$ cat config.mk
export PLATFORM = sky130hd
export DESIGN_NAME = srtf_tick_scheduler_core
export DESIGN_NICKNAME = d
export VERILOG_FILES = /design/src/hdl/srtf_pkg.sv /design/src/hdl/srtf_cell.sv /design/src/hdl/srtf_tick_scheduler_core.sv
export VERILOG_INCLUDE_DIRS = /design/src /design/src/hdl
export SDC_FILE = /design/constraint.sdc
export NUM_CORES = 2
export LEC_CHECK = 0
export BUFFER_PORTS_ARGS = -buffer_cell sky130_fd_sc_hd__buf_2
export CORE_UTILIZATION = 60
export CTS_CLUSTER_DIAMETER = 30
export DETAILED_ROUTE_END_ITERATION = 7
export GPL_TIMING_DRIVEN = 0
export PLACE_DENSITY = 0.89
export SETUP_SLACK_MARGIN = 0.1
export SYNTH_ARGS = -nofsm -noshare
export SYNTH_HDL_FRONTEND = slang
export SYNTH_SLANG_ARGS = --single-unit
export TNS_END_PERCENT = 1
$ cat constraint.sdc
create_clock -name clk -period 6.2 [get_ports clk]
set_clock_uncertainty 0.15 [all_clocks]
set_input_delay 1.24 -clock clk [delete_from_list [all_inputs] [get_ports clk]]
set_output_delay 1.24 -clock clk [all_outputs]
set_load 0.02 [all_outputs]
$ cat src/hdl/srtf_tick_scheduler_core_macros.svh
// Assertion macros for the scheduler core.
`ifndef SRTF_TICK_SCHEDULER_CORE_MACROS_SVH
`define SRTF_TICK_SCHEDULER_CORE_MACROS_SVH

`ifndef SYNTHESIS

// expr must hold at every clock edge outside reset
`define SRTF_ASSERT_HOLDS(lbl, clk, rst, expr) \
  lbl: assert property (@(posedge clk) disable iff (rst) (expr)) \
    else $error("srtf: invariant violated");

// cons must hold in the cycle after ante
`define SRTF_ASSERT_NEXT(lbl, clk, rst, ante, cons) \
  lbl: assert property (@(posedge clk) disable iff (rst) (ante) |=> (cons)) \
    else $error("srtf: sequence violated");

`else

`define SRTF_ASSERT_HOLDS(lbl, clk, rst, expr)
`define SRTF_ASSERT_NEXT(lbl, clk, rst, ante, cons)

`endif

`endif

$ cat src/hdl/srtf_pkg.sv
package srtf_pkg;

  localparam int IDX_W = 8;  // slot index, up to 256 slots
  localparam int CNT_W = 9;  // slot count, 0..256

  localparam logic KIND_LOAD = 1'b0;
  localparam logic KIND_TICK = 1'b1;

  typedef struct packed {
    logic        kind;
    logic [3:0]  slot;
    logic [7:0]  proc_id;
    logic [15:0] arrival;
    logic [15:0] burst_len;
  } in_item_t;

  typedef struct packed {
    logic        idle;
    logic [7:0]  run_id;
    logic        segment_start;
    logic [15:0] tick_time;
    logic        finished;
    logic [15:0] finish_time;
    logic        all_done;
  } out_item_t;

  // best candidate so far, handed from cell to cell
  typedef struct packed {
    logic             found;
    logic [15:0]      rem;
    logic [IDX_W-1:0] idx;
    logic [7:0]       id;
    logic [CNT_W-1:0] ndone;
  } link_t;

  // broadcast from the controller to every cell
  typedef struct packed {
    logic             load;
    logic             dec;
    logic [IDX_W-1:0] idx;
    logic [7:0]       proc_id;
    logic [15:0]      arrival;
    logic [15:0]      burst_len;
  } cell_cmd_t;

  typedef enum logic [1:0] {
    ST_IDLE,
    ST_SCAN,
    ST_WAIT
  } state_t;

endpackage

$ cat src/hdl/srtf_cell.sv
module srtf_cell #(
  parameter int INDEX     = 0,
  parameter int TIME_BITS = 16
) (
  input  logic                     clk,
  input  logic                     rst,
  input  srtf_pkg::cell_cmd_t      cmd,
  input  logic [TIME_BITS-1:0]     now,
  input  logic [srtf_pkg::CNT_W-1:0] n_use,
  input  srtf_pkg::link_t          lnk_in,
  output srtf_pkg::link_t          lnk_out
);
  import srtf_pkg::*;

  logic [7:0]  id;
  logic [15:0] arrival;
  logic [15:0] rem;
  logic        done;

  logic    hit;
  logic    in_use;
  logic    eligible;
  logic    take;
  link_t   lnk_next;

  assign hit      = (cmd.idx == IDX_W'(INDEX));
  assign in_use   = (CNT_W'(INDEX) < n_use);
  assign eligible = in_use && !done && (rem != 16'd0) &&
                    (32'(arrival) <= 32'(now));
  // strict compare keeps the lower slot on a tie
  assign take     = eligible && (!lnk_in.found || (rem < lnk_in.rem));

  always_comb begin
    lnk_next       = lnk_in;
    if (take) begin
      lnk_next.found = 1'b1;
      lnk_next.rem   = rem;
      lnk_next.idx   = IDX_W'(INDEX);
      lnk_next.id    = id;
    end
    lnk_next.ndone = lnk_in.ndone + CNT_W'(in_use && done);
  end

  always_ff @(posedge clk) begin
    if (rst) begin
      lnk_out.found <= 1'b0;
      lnk_out.ndone <= '0;
    end else begin
      lnk_out.found <= lnk_next.found;
      lnk_out.ndone <= lnk_next.ndone;
    end
    lnk_out.rem <= lnk_next.rem;
    lnk_out.idx <= lnk_next.idx;
    lnk_out.id  <= lnk_next.id;
  end

  always_ff @(posedge clk) begin
    if (rst) begin
      done <= 1'b0;
    end else if (hit && cmd.load) begin
      done <= (cmd.burst_len == 16'd0);
    end else if (hit && cmd.dec) begin
      done <= (rem == 16'd1);
    end
  end

  always_ff @(posedge clk) begin
    if (hit && cmd.load) begin
      id      <= cmd.proc_id;
      arrival <= cmd.arrival;
      rem     <= cmd.burst_len;
    end else if (hit && cmd.dec) begin
      rem <= rem - 16'd1;
    end
  end

endmodule

$ cat src/hdl/srtf_tick_scheduler_core.sv
// Channel   Handshake                  Payload
// in        in_valid / in_ready        in_data  (in_item_t)
// out       out_valid / out_ready      out_data (out_item_t)
// cfg       cfg_we                     cfg_wdata (process_count)
//
// A load transaction gives no result.
// A tick transaction walks the candidate along the row of slot cells, one
// cell a cycle, then the pick is committed.
// Reset (rst, synchronous) clears done flags, time, last id and counters.
// The output register frees the scan from the consumer; a tick whose
// result cannot be stored holds until out_ready.
`include "srtf_tick_scheduler_core_macros.svh"

module srtf_tick_scheduler_core #(
  parameter int MAX_PROCS = 16,
  parameter int TIME_BITS = 16
) (
  input  logic                clk,
  input  logic                rst,
  input  logic                in_valid,
  output logic                in_ready,
  input  srtf_pkg::in_item_t  in_data,
  output logic                out_valid,
  input  logic                out_ready,
  output srtf_pkg::out_item_t out_data,
  input  logic                cfg_we,
  input  logic [4:0]          cfg_wdata
);
  import srtf_pkg::*;

  localparam int SCAN_W = $clog2(MAX_PROCS + 2);
  localparam logic [SCAN_W-1:0] SCAN_LAST = SCAN_W'(MAX_PROCS);

  logic [4:0]           process_count;
  logic [TIME_BITS-1:0] now;
  logic [TIME_BITS-1:0] now_inc;
  logic [31:0]          now_w;
  logic [31:0]          now_inc_w;
  logic [7:0]           last_id;
  logic                 last_valid;
  logic [SCAN_W-1:0]    scan_cnt;
  state_t               state;
  state_t               state_next;

  logic                 in_fire;
  logic                 scan_end;
  logic                 commit;
  logic                 all_prev;
  logic                 run;
  logic [CNT_W-1:0]     n_use;
  cell_cmd_t            cmd;
  out_item_t            res;
  link_t                lnk [MAX_PROCS+1];

  always_ff @(posedge clk) begin
    if (rst) begin
      process_count <= 5'd0;
    end else if (cfg_we) begin
      process_count <= cfg_wdata;
    end
  end

  assign n_use = (32'(process_count) > 32'(MAX_PROCS)) ? CNT_W'(MAX_PROCS)
                                                       : CNT_W'(process_count);

  // seed of the row: nothing found, nothing counted
  assign lnk[0] = '0;

  for (genvar i = 0; i < MAX_PROCS; i++) begin : g_cell
    srtf_cell #(
      .INDEX     (i),
      .TIME_BITS (TIME_BITS)
    ) u_cell (
      .clk     (clk),
      .rst     (rst),
      .cmd     (cmd),
      .now     (now),
      .n_use   (n_use),
      .lnk_in  (lnk[i]),
      .lnk_out (lnk[i+1])
    );
  end

  // state machine: next state
  always_comb begin
    state_next = state;
    unique case (state)
      ST_IDLE: begin
        if (in_fire && in_data.kind == KIND_TICK) state_next = ST_SCAN;
      end
      ST_SCAN: begin
        if (scan_end) state_next = commit ? ST_IDLE : ST_WAIT;
      end
      ST_WAIT: begin
        if (commit) state_next = ST_IDLE;
      end
      default: state_next = ST_IDLE;
    endcase
  end

  // state machine: outputs
  always_comb begin
    in_ready = 1'b0;
    scan_end = 1'b0;
    commit   = 1'b0;
    unique case (state)
      ST_IDLE: in_ready = 1'b1;
      ST_SCAN: begin
        scan_end = (scan_cnt == SCAN_LAST);
        commit   = scan_end && (!out_valid || out_ready);
      end
      ST_WAIT: commit = !out_valid || out_ready;
      default: in_ready = 1'b0;
    endcase
  end

  assign in_fire = in_valid && in_ready;

  always_ff @(posedge clk) begin
    if (rst) begin
      state    <= ST_IDLE;
      scan_cnt <= '0;
    end else begin
      state <= state_next;
      if (state == ST_SCAN && !scan_end) begin
        scan_cnt <= scan_cnt + SCAN_W'(1);
      end else if (state == ST_IDLE) begin
        scan_cnt <= '0;
      end
    end
  end

  // result of the walk, read off the last cell
  assign all_prev  = (lnk[MAX_PROCS].ndone == n_use);
  assign run       = !all_prev && lnk[MAX_PROCS].found;
  assign now_inc   = (now == '1) ? now : now + TIME_BITS'(1);
  assign now_w     = 32'(now);
  assign now_inc_w = 32'(now_inc);

  always_comb begin
    res           = '0;
    res.tick_time = now_w[15:0];
    if (all_prev) begin
      res.idle     = 1'b1;
      res.all_done = 1'b1;
    end else if (!run) begin
      res.idle = 1'b1;
    end else begin
      res.run_id        = lnk[MAX_PROCS].id;
      res.segment_start = !last_valid || (last_id != lnk[MAX_PROCS].id);
      res.finished      = (lnk[MAX_PROCS].rem == 16'd1);
      res.finish_time   = res.finished ? now_inc_w[15:0] : 16'd0;
      res.all_done      = res.finished &&
                          ((lnk[MAX_PROCS].ndone + CNT_W'(1)) == n_use);
    end
  end

  always_comb begin
    cmd           = '0;
    cmd.load      = in_fire && (in_data.kind == KIND_LOAD) &&
                    (32'(in_data.slot) < 32'(MAX_PROCS));
    cmd.proc_id   = in_data.proc_id;
    cmd.arrival   = in_data.arrival;
    cmd.burst_len = in_data.burst_len;
    if (cmd.load) begin
      cmd.idx = IDX_W'(in_data.slot);
    end else begin
      cmd.idx = lnk[MAX_PROCS].idx;
    end
    cmd.dec = commit && run;
  end

  always_ff @(posedge clk) begin
    if (rst) begin
      now        <= '0;
      last_id    <= 8'd0;
      last_valid <= 1'b0;
      out_valid  <= 1'b0;
    end else begin
      if (commit) begin
        out_valid <= 1'b1;
        if (!all_prev) now <= now_inc;
        if (run) begin
          last_id    <= lnk[MAX_PROCS].id;
          last_valid <= 1'b1;
        end
      end else if (out_ready) begin
        out_valid <= 1'b0;
      end
    end
  end

  always_ff @(posedge clk) begin
    if (commit) out_data <= res;
  end

  `SRTF_ASSERT_NEXT(a_commit_shows, clk, rst, commit, out_valid)
  `SRTF_ASSERT_HOLDS(a_count_bound, clk, rst, !scan_end || (lnk[MAX_PROCS].ndone <= n_use))
  `SRTF_ASSERT_HOLDS(a_finish_runs, clk, rst, !out_valid || !(out_data.finished && out_data.idle))
  `SRTF_ASSERT_HOLDS(a_dec_one_cell, clk, rst, !(cmd.dec && cmd.load))

endmodule
# ---- Yosys cells after proc, flatten, opt, wreduce, memory -nomap -nowiden
# Cells that the tools add are included.
dict set report totals {
  in_bits 55
  out_inout_bits 46
  elab_cells 597
  ff_bits 1410
}
dict set report op_classes {
  n_lt_le_gt_ge 48
  n_addsub 34
  muxes 97
  eq_ne 42
  n_reduce_logical 213
  bitwise 4
}
# op n
set ops {}
lappend ops {{$mux W16} 33}
lappend ops {{$mux W33} 16}
lappend ops {{$eq A16 B1 Y1 const B} 17}
lappend ops {{$le A16 B16 Y1} 16}
lappend ops {{$reduce_bool A16 Y1} 16}
lappend ops {{$sub A16 B1 Y16 const B} 16}
lappend ops {{$lt A16 B16 Y1} 15}
lappend ops {{$add A9 B1 Y9} 15}
lappend ops {{$logic_and A1 B1 Y1} 119}
lappend ops {{$eq A8 B4 Y1 const B} 8}
lappend ops {{$lt A4 B5 Y1 const A} 8}
lappend ops {{$mux W1} 38}
lappend ops {{$reduce_bool A2 Y1} 18}
lappend ops {{$logic_not A1 Y1} 35}
lappend ops {{$eq A8 B3 Y1 const B} 4}
lappend ops {{$lt A3 B5 Y1 const A} 4}
lappend ops {{$eq A9 B5 Y1} 2}
lappend ops {{$logic_or A1 B1 Y1} 17}
lappend ops {{$add A16 B1 Y16 const B} 1}
lappend ops {{$eq A16 B16 Y1 const B} 1}
lappend ops {{$eq A8 B2 Y1 const B} 2}
lappend ops {{$logic_not A16 Y1} 1}
lappend ops {{$mux W5} 3}
lappend ops {{$lt A1 B5 Y1 const A} 2}
lappend ops {{21 further kinds} 31}

# ---- Depth between registers and ports, before layout
dict set report depth {
  depth_word 9
  depth_mapped 13
  depth_no_buf 9
}

# ---- By module
# Synthesis repeated with hierarchy kept, for this count alone.
dict set report unflattened {
  cells_unflattened 6023
  hier_area_um2 68260.5
}
# module seq_area_each_um2 cells_each instances area_each_um2
set modules_own_cells {}
lappend modules_own_cells {srtf_tick_scheduler_core 2082.0 402 1 4095.2}
lappend modules_own_cells {{srtf_cell (g_cell[0].u_cell)} 2062.0 353 1 4062.6}
lappend modules_own_cells {{srtf_cell (g_cell[14].u_cell)} 2062.0 357 1 4055.1}
lappend modules_own_cells {{srtf_cell (g_cell[4].u_cell)} 2062.0 353 1 4035.1}
lappend modules_own_cells {{srtf_cell (g_cell[8].u_cell)} 2062.0 352 1 4035.1}
lappend modules_own_cells {{srtf_cell (g_cell[9].u_cell)} 2062.0 353 1 4033.9}
lappend modules_own_cells {{srtf_cell (g_cell[6].u_cell)} 2062.0 355 1 4027.6}
lappend modules_own_cells {{srtf_cell (g_cell[13].u_cell)} 2062.0 348 1 4013.8}
lappend modules_own_cells {{srtf_cell (g_cell[5].u_cell)} 2062.0 347 1 4013.8}
lappend modules_own_cells {{srtf_cell (g_cell[1].u_cell)} 2062.0 348 1 4011.3}
lappend modules_own_cells {{srtf_cell (g_cell[11].u_cell)} 2062.0 347 1 4010.1}
lappend modules_own_cells {{srtf_cell (g_cell[3].u_cell)} 2062.0 348 1 4010.1}
lappend modules_own_cells {{srtf_cell (g_cell[15].u_cell)} 2062.0 347 1 3998.8}
lappend modules_own_cells {{srtf_cell (g_cell[12].u_cell)} 2062.0 359 1 3991.3}
lappend modules_own_cells {{+3 rows} -- -- -- --}

# ---- Worst setup path after synthesis
# OpenSTA, ideal clock, no wires.
dict set report synth_path {
  path_type {input to register}
  from {in out_ready}
  to {reg last_id[0]}
  slack_ns 2.074
  required_time_ns 5.918
  path_buffers 1
  stages 7
  setup_time_ns 0.132
  arrival_ns 3.844
  path_cell_list {nand2b_1 > nand2_1 > nor2_1 > clkbuf_1 > nand2_1 > nand2_1 > a21oi_1}
}
dict set report synth_via {
  elab_chain_len 4
}
# item line_no
set synth_lines {}
lappend synth_lines {{from (decl)} srtf_tick_scheduler_core.sv:24} ;# input logic out_ready,
lappend synth_lines {{$logic_or A1 B1 Y1 *} {srtf_tick_scheduler_core.sv:110, srtf_tick_scheduler_core.sv:112}}
lappend synth_lines {{$logic_and A1 B1 Y1} srtf_tick_scheduler_core.sv:110} ;# commit = scan_end && (!out_valid || out_ready);
lappend synth_lines {{$pmux W1 S2 *} srtf_tick_scheduler_core.sv:106} ;# unique case (state)
lappend synth_lines {{net commit} srtf_tick_scheduler_core.sv:47} ;# logic commit;
lappend synth_lines {{$reduce_and A2 Y1 (no source line) *} --}
lappend synth_lines {{to (signal assigned)} srtf_tick_scheduler_core.sv:184} ;# last_id <= lnk[MAX_PROCS].id;
lappend synth_lines {{to (decl)} srtf_tick_scheduler_core.sv:39} ;# logic [7:0] last_id;
# Mark *: on every way through the listed nets, which the timed path passes. The rest lies on a longest branch.
# A chain may end at the register's enable or synchronous reset.

==> impl_metrics.env <==
export IMPL_cp_slowest_stage_delay_ns=1.12
export IMPL_area_growth_syn_to_layout_pct=16.6
export IMPL_grt_start_max_net_pins=41
export IMPL_die_area_um2=103000
export IMPL_tritoncts="built"
export IMPL_initial_util_pct=60.8
export IMPL_outcome="finished, violations left"
export IMPL_via_count=47600
export IMPL_startpoint_type="flip-flop"
export IMPL_cts_post_setup_buffers_inserted=0
export IMPL_net_count_of_the_mapped_netlist=5930
export IMPL_cell_with_the_largest_stage_delay_on_the_worst_path="a2111oi_0"
export IMPL_final_setup_viol_count=0
export IMPL_placed_cells_incl_taps=6770
export IMPL_setup_repair_after_global_routing_missed_its_margin="no"
export IMPL_ys_seq_elements=1295
export IMPL_finalHoldViolations=0
export IMPL_cts_sinks=1295
export IMPL_worst_hold_path_type="reg -> reg"
export IMPL_wl_per_cell_um=26.6
export IMPL_grt_util_all_layers_pct=36.6
export IMPL_power_static_leakage_nw=27.0
export IMPL_num_nets_final=6237
export IMPL_pwr_density_nw_per_um2=337
export IMPL_timing_critical_path_fanout_max=16
export IMPL_worst_pin_slew_ns=1.70
export IMPL_last_weighted_congestion_value_of_the_routability_driven_placer=0.980
export IMPL_holdBufCountCts=0
export IMPL_detail_route_wirelength_mm=192
export IMPL_timing_reg2reg_setup_slack_ns=0.74
export IMPL_finalNonFillerCells=7202
export IMPL_crit_required_ns=6.75
export IMPL_synth_area_um2=61000
export IMPL_fin_crit_sh_pct=88.0
export IMPL_detail_route_drc_violations=27
export IMPL_antenna_left=0
export IMPL_layout_drive_gt1_share_pct=15.9
export IMPL_seq_area_frac_synth_pct=53.7
export IMPL_sequential_cell_area_um2=32800
export IMPL_post_cts_resize_count=0
export IMPL_first_pass_grt_wire_length_mm=285
export IMPL_detailed_route_vias_per_instance=6.60
export IMPL_clock_tree_buffer_depth=3
export IMPL_synth_top_cells_by_area="edfxtp_1 34%, dfxtp_1 20%, ha_1 11%"
export IMPL_fin_tns_setup_ns=0
export IMPL_report_final_slew_viol_count=44
export IMPL_path_clk_slew_ns=0.06
export IMPL_critical_path_cell_chain="clkbuf_1, inv_1, ha_1, a211o_1, o31ai_1, a31oi_1, a2111oi_0, and3_1, buf_4, buf_4, mux2_2"
export IMPL_worst_case_headroom_to_the_max_slew_limit_pct=-14.7
export IMPL_synth_edf_count=684
export IMPL_std_cell_rows=116
export IMPL_synth_avg_cell_area_um2=11.5
export IMPL_drv_max_cap_violation_count=6
export IMPL_drt_first_iter_violations=6486
export IMPL_final_util_pct=70.9
export IMPL_clock_tree_htree_level_count=4
export IMPL_synth_cell_types=87
export IMPL_core_area_um2=100000
export IMPL_worstPathArrival_ns=6.01
export IMPL_io_pins=101
export IMPL_layout_filler_cells=5865
export IMPL_synthCells=5326
export IMPL_synth_top_flop_cell="edfxtp_1"
export IMPL_post_route_min_period_ns=5.46
export IMPL_post_synth_top_area_cell="edfxtp_1"
export IMPL_postSynth_asyncResetShare_pct=0
export IMPL_grt_remaining_overflow=0
export IMPL_port_buffer_count=80
export IMPL_grt_pass1_vias=48500
export IMPL_cpMostUsedCell="buf_4"
export IMPL_failed_checks="DRC, capacitance limit, slew limit"
export IMPL_clock_root_buffer="clkbuf_16"
export IMPL_detailedPlacementHpwl_mm=116
export IMPL_clk_insertion_delay_late_ns=0.86
export IMPL_max_vdd_ir_drop_v=0.000253
export IMPL_critPathKind="reg -> reg"
export IMPL_yosysWarningCount=0
export IMPL_area_used_by_multi_input_combinational_logic_um2=26200
export IMPL_die_x_um=321
export IMPL_grt_antenna_before_repair=18
export IMPL_cts_buffers=218
export IMPL_max_freq_mhz=183
export IMPL_category_of_the_worst_setup_path_capture_point="flip-flop"
export IMPL_die_y_um=321
export IMPL_firstDrtPassIters=8
export IMPL_synth_top_area_share_pct=33.6
==> power breakdown <==
part | total [mW] | internal, mW | switching, mW
clock network | 12.7 | 7.85 | 4.81
logic | 1.61 | 0.635 | 0.974
registers | 9.70 | 9.45 | 0.252
total | 24.0 | 17.9 | 6.03
==> metal layers <==
metal | wire length (um) | up-vias | GRT usage, %
li1 | - | 20000 | -
met1 | 64600 | 22300 | 41.8
met2 | 85900 | 4061 | 57.2
met3 | 24800 | 1156 | 11.4
met4 | 16300 | 12 | 28.2
met5 | 102 | - | 0
==> flip-flops by register name, summed over array words and instances (netlist names) <==
| name | flops |
|---|---|
| g_cell.u_cell.rem | 256 |
| g_cell.u_cell.lnk_out | 557 |
| scan_cnt | 5 |
| out_data | 44 |
| now | 16 |
| last_id | 8 |
| g_cell.u_cell.id | 128 |
| g_cell.u_cell.arrival | 256 |
| last_valid | 1 |
| out_valid | 1 |
| state | 2 |
| process_count | 5 |
| g_cell.u_cell.done | 16 |
==> cells in the mapped netlist, drive strengths merged (27+ instances only) <==
cell type  number
edfxtp        684
dfxtp         611
ha            549
nor2          437
inv           347
a21oi         338
mux2          333
nand2         302
o21ai         229
xnor2         186
nand3         125
nor3          105
clkbuf         99
nand4          96
xor2           91
nor2b          83
buf            68
nor4           63
a211oi         61
or3            54
and2           36
a21o           33
and3           33
a31oi          30
or2            27
==> cells in the final DEF, fill, tap and decap left out, types with 19 or more instances in the layout <==
master	synthesis	final
edfxtp_1	684	684
dfxtp_1	611	610
ha_1	549	549
nor2_1	435	422
inv_1	347	347
a21oi_1	336	336
nand2_1	302	302
mux2_2	243	243
clkbuf_16	0	229
o21ai_0	221	221
xnor2_1	186	186
nand3_1	123	123
clkbuf_1	98	107
nor3_1	105	105
buf_2	12	96
nand4_1	96	96
xor2_1	91	91
nor2b_1	83	83
mux2_4	77	77
a211oi_1	59	59
nor4_1	58	58
or3_1	51	51
and2_1	35	35
and3_1	33	33
a21o_1	33	33
a31oi_1	30	30
inv_6	0	29
clkinv_2	0	28
mux2i_1	26	26
or2_2	25	25
o211ai_1	25	25
nand2b_1	24	24
o21a_1	23	23
buf_6	20	22
buf_1	26	21
clkinv_4	0	19
bufinv_16	0	19
==> worst paths after layout <==
check | startpoint | to | depth (start not counted)
worst min register to register | g_cell[6].u_cell.lnk_out[19] | g_cell[7].u_cell.lnk_out[19] | 1
worst max register to register | now[7] | g_cell[13].u_cell.lnk_out[30] | 11
worst max-delay path | now[7] | g_cell[13].u_cell.lnk_out[30] | 11
worst min-delay path | g_cell[6].u_cell.lnk_out[19] | g_cell[7].u_cell.lnk_out[19] | 1
==> layout make-up <==
class	count	share of cell area (%)
Sequential cell	1295	46.0
Multi-Input combinational cell	3517	36.7
Clock buffer	257	8.39
Clock inverter	158	2.64
Tap cell	1357	2.38
Inverter	347	1.83
Buffer	167	1.21
Timing Repair Buffer	87	0.724
Antenna cell	17	0.0597
==> logic make-up after synthesis <==
group	Yosys count	share of synthesized area, %
compound gates	892	8.93
xor+xnor	277	3.97
fa+ha+maj	549	11.3
buf+inv	514	3.53
flops	1295	53.7
mux	359	7.04
simple gates	1440	11.6
==> through the flow <==
stage | setup WS (ns) | total power [mW] | cell area (um2) | hold slack, ns
after floorplan | 2.07 | 10.7 | 61000 | 0.236
after global placement | 0.849 | 11.2 | 63100 | 0.238
after detailed placement | 1.11 | 11.3 | 63300 | 0.243
after CTS | 1.02 | 23.8 | 71200 | 0.238
after global routing | 0.733 | 24.4 | 71200 | 0.255
final | 0.745 | 24.0 | 71200 | 0.254
==> critical path, delay by kind of cell, from the launching register on <==
| family | cells | cell delay, ns |
|---|---|---|
| AND/OR/NAND/NOR | 1 | 0.29 |
| buffers and inverters | 4 | 1.67 |
| adder cells (fa/ha/maj) | 1 | 0.42 |
| AO/OA/AOI/OAI | 4 | 2.06 |
| multiplexers | 1 | 0.39 |
| flip-flops | 1 | 0.32 |
Note: power is estimated with default switching activity, not from simulation.
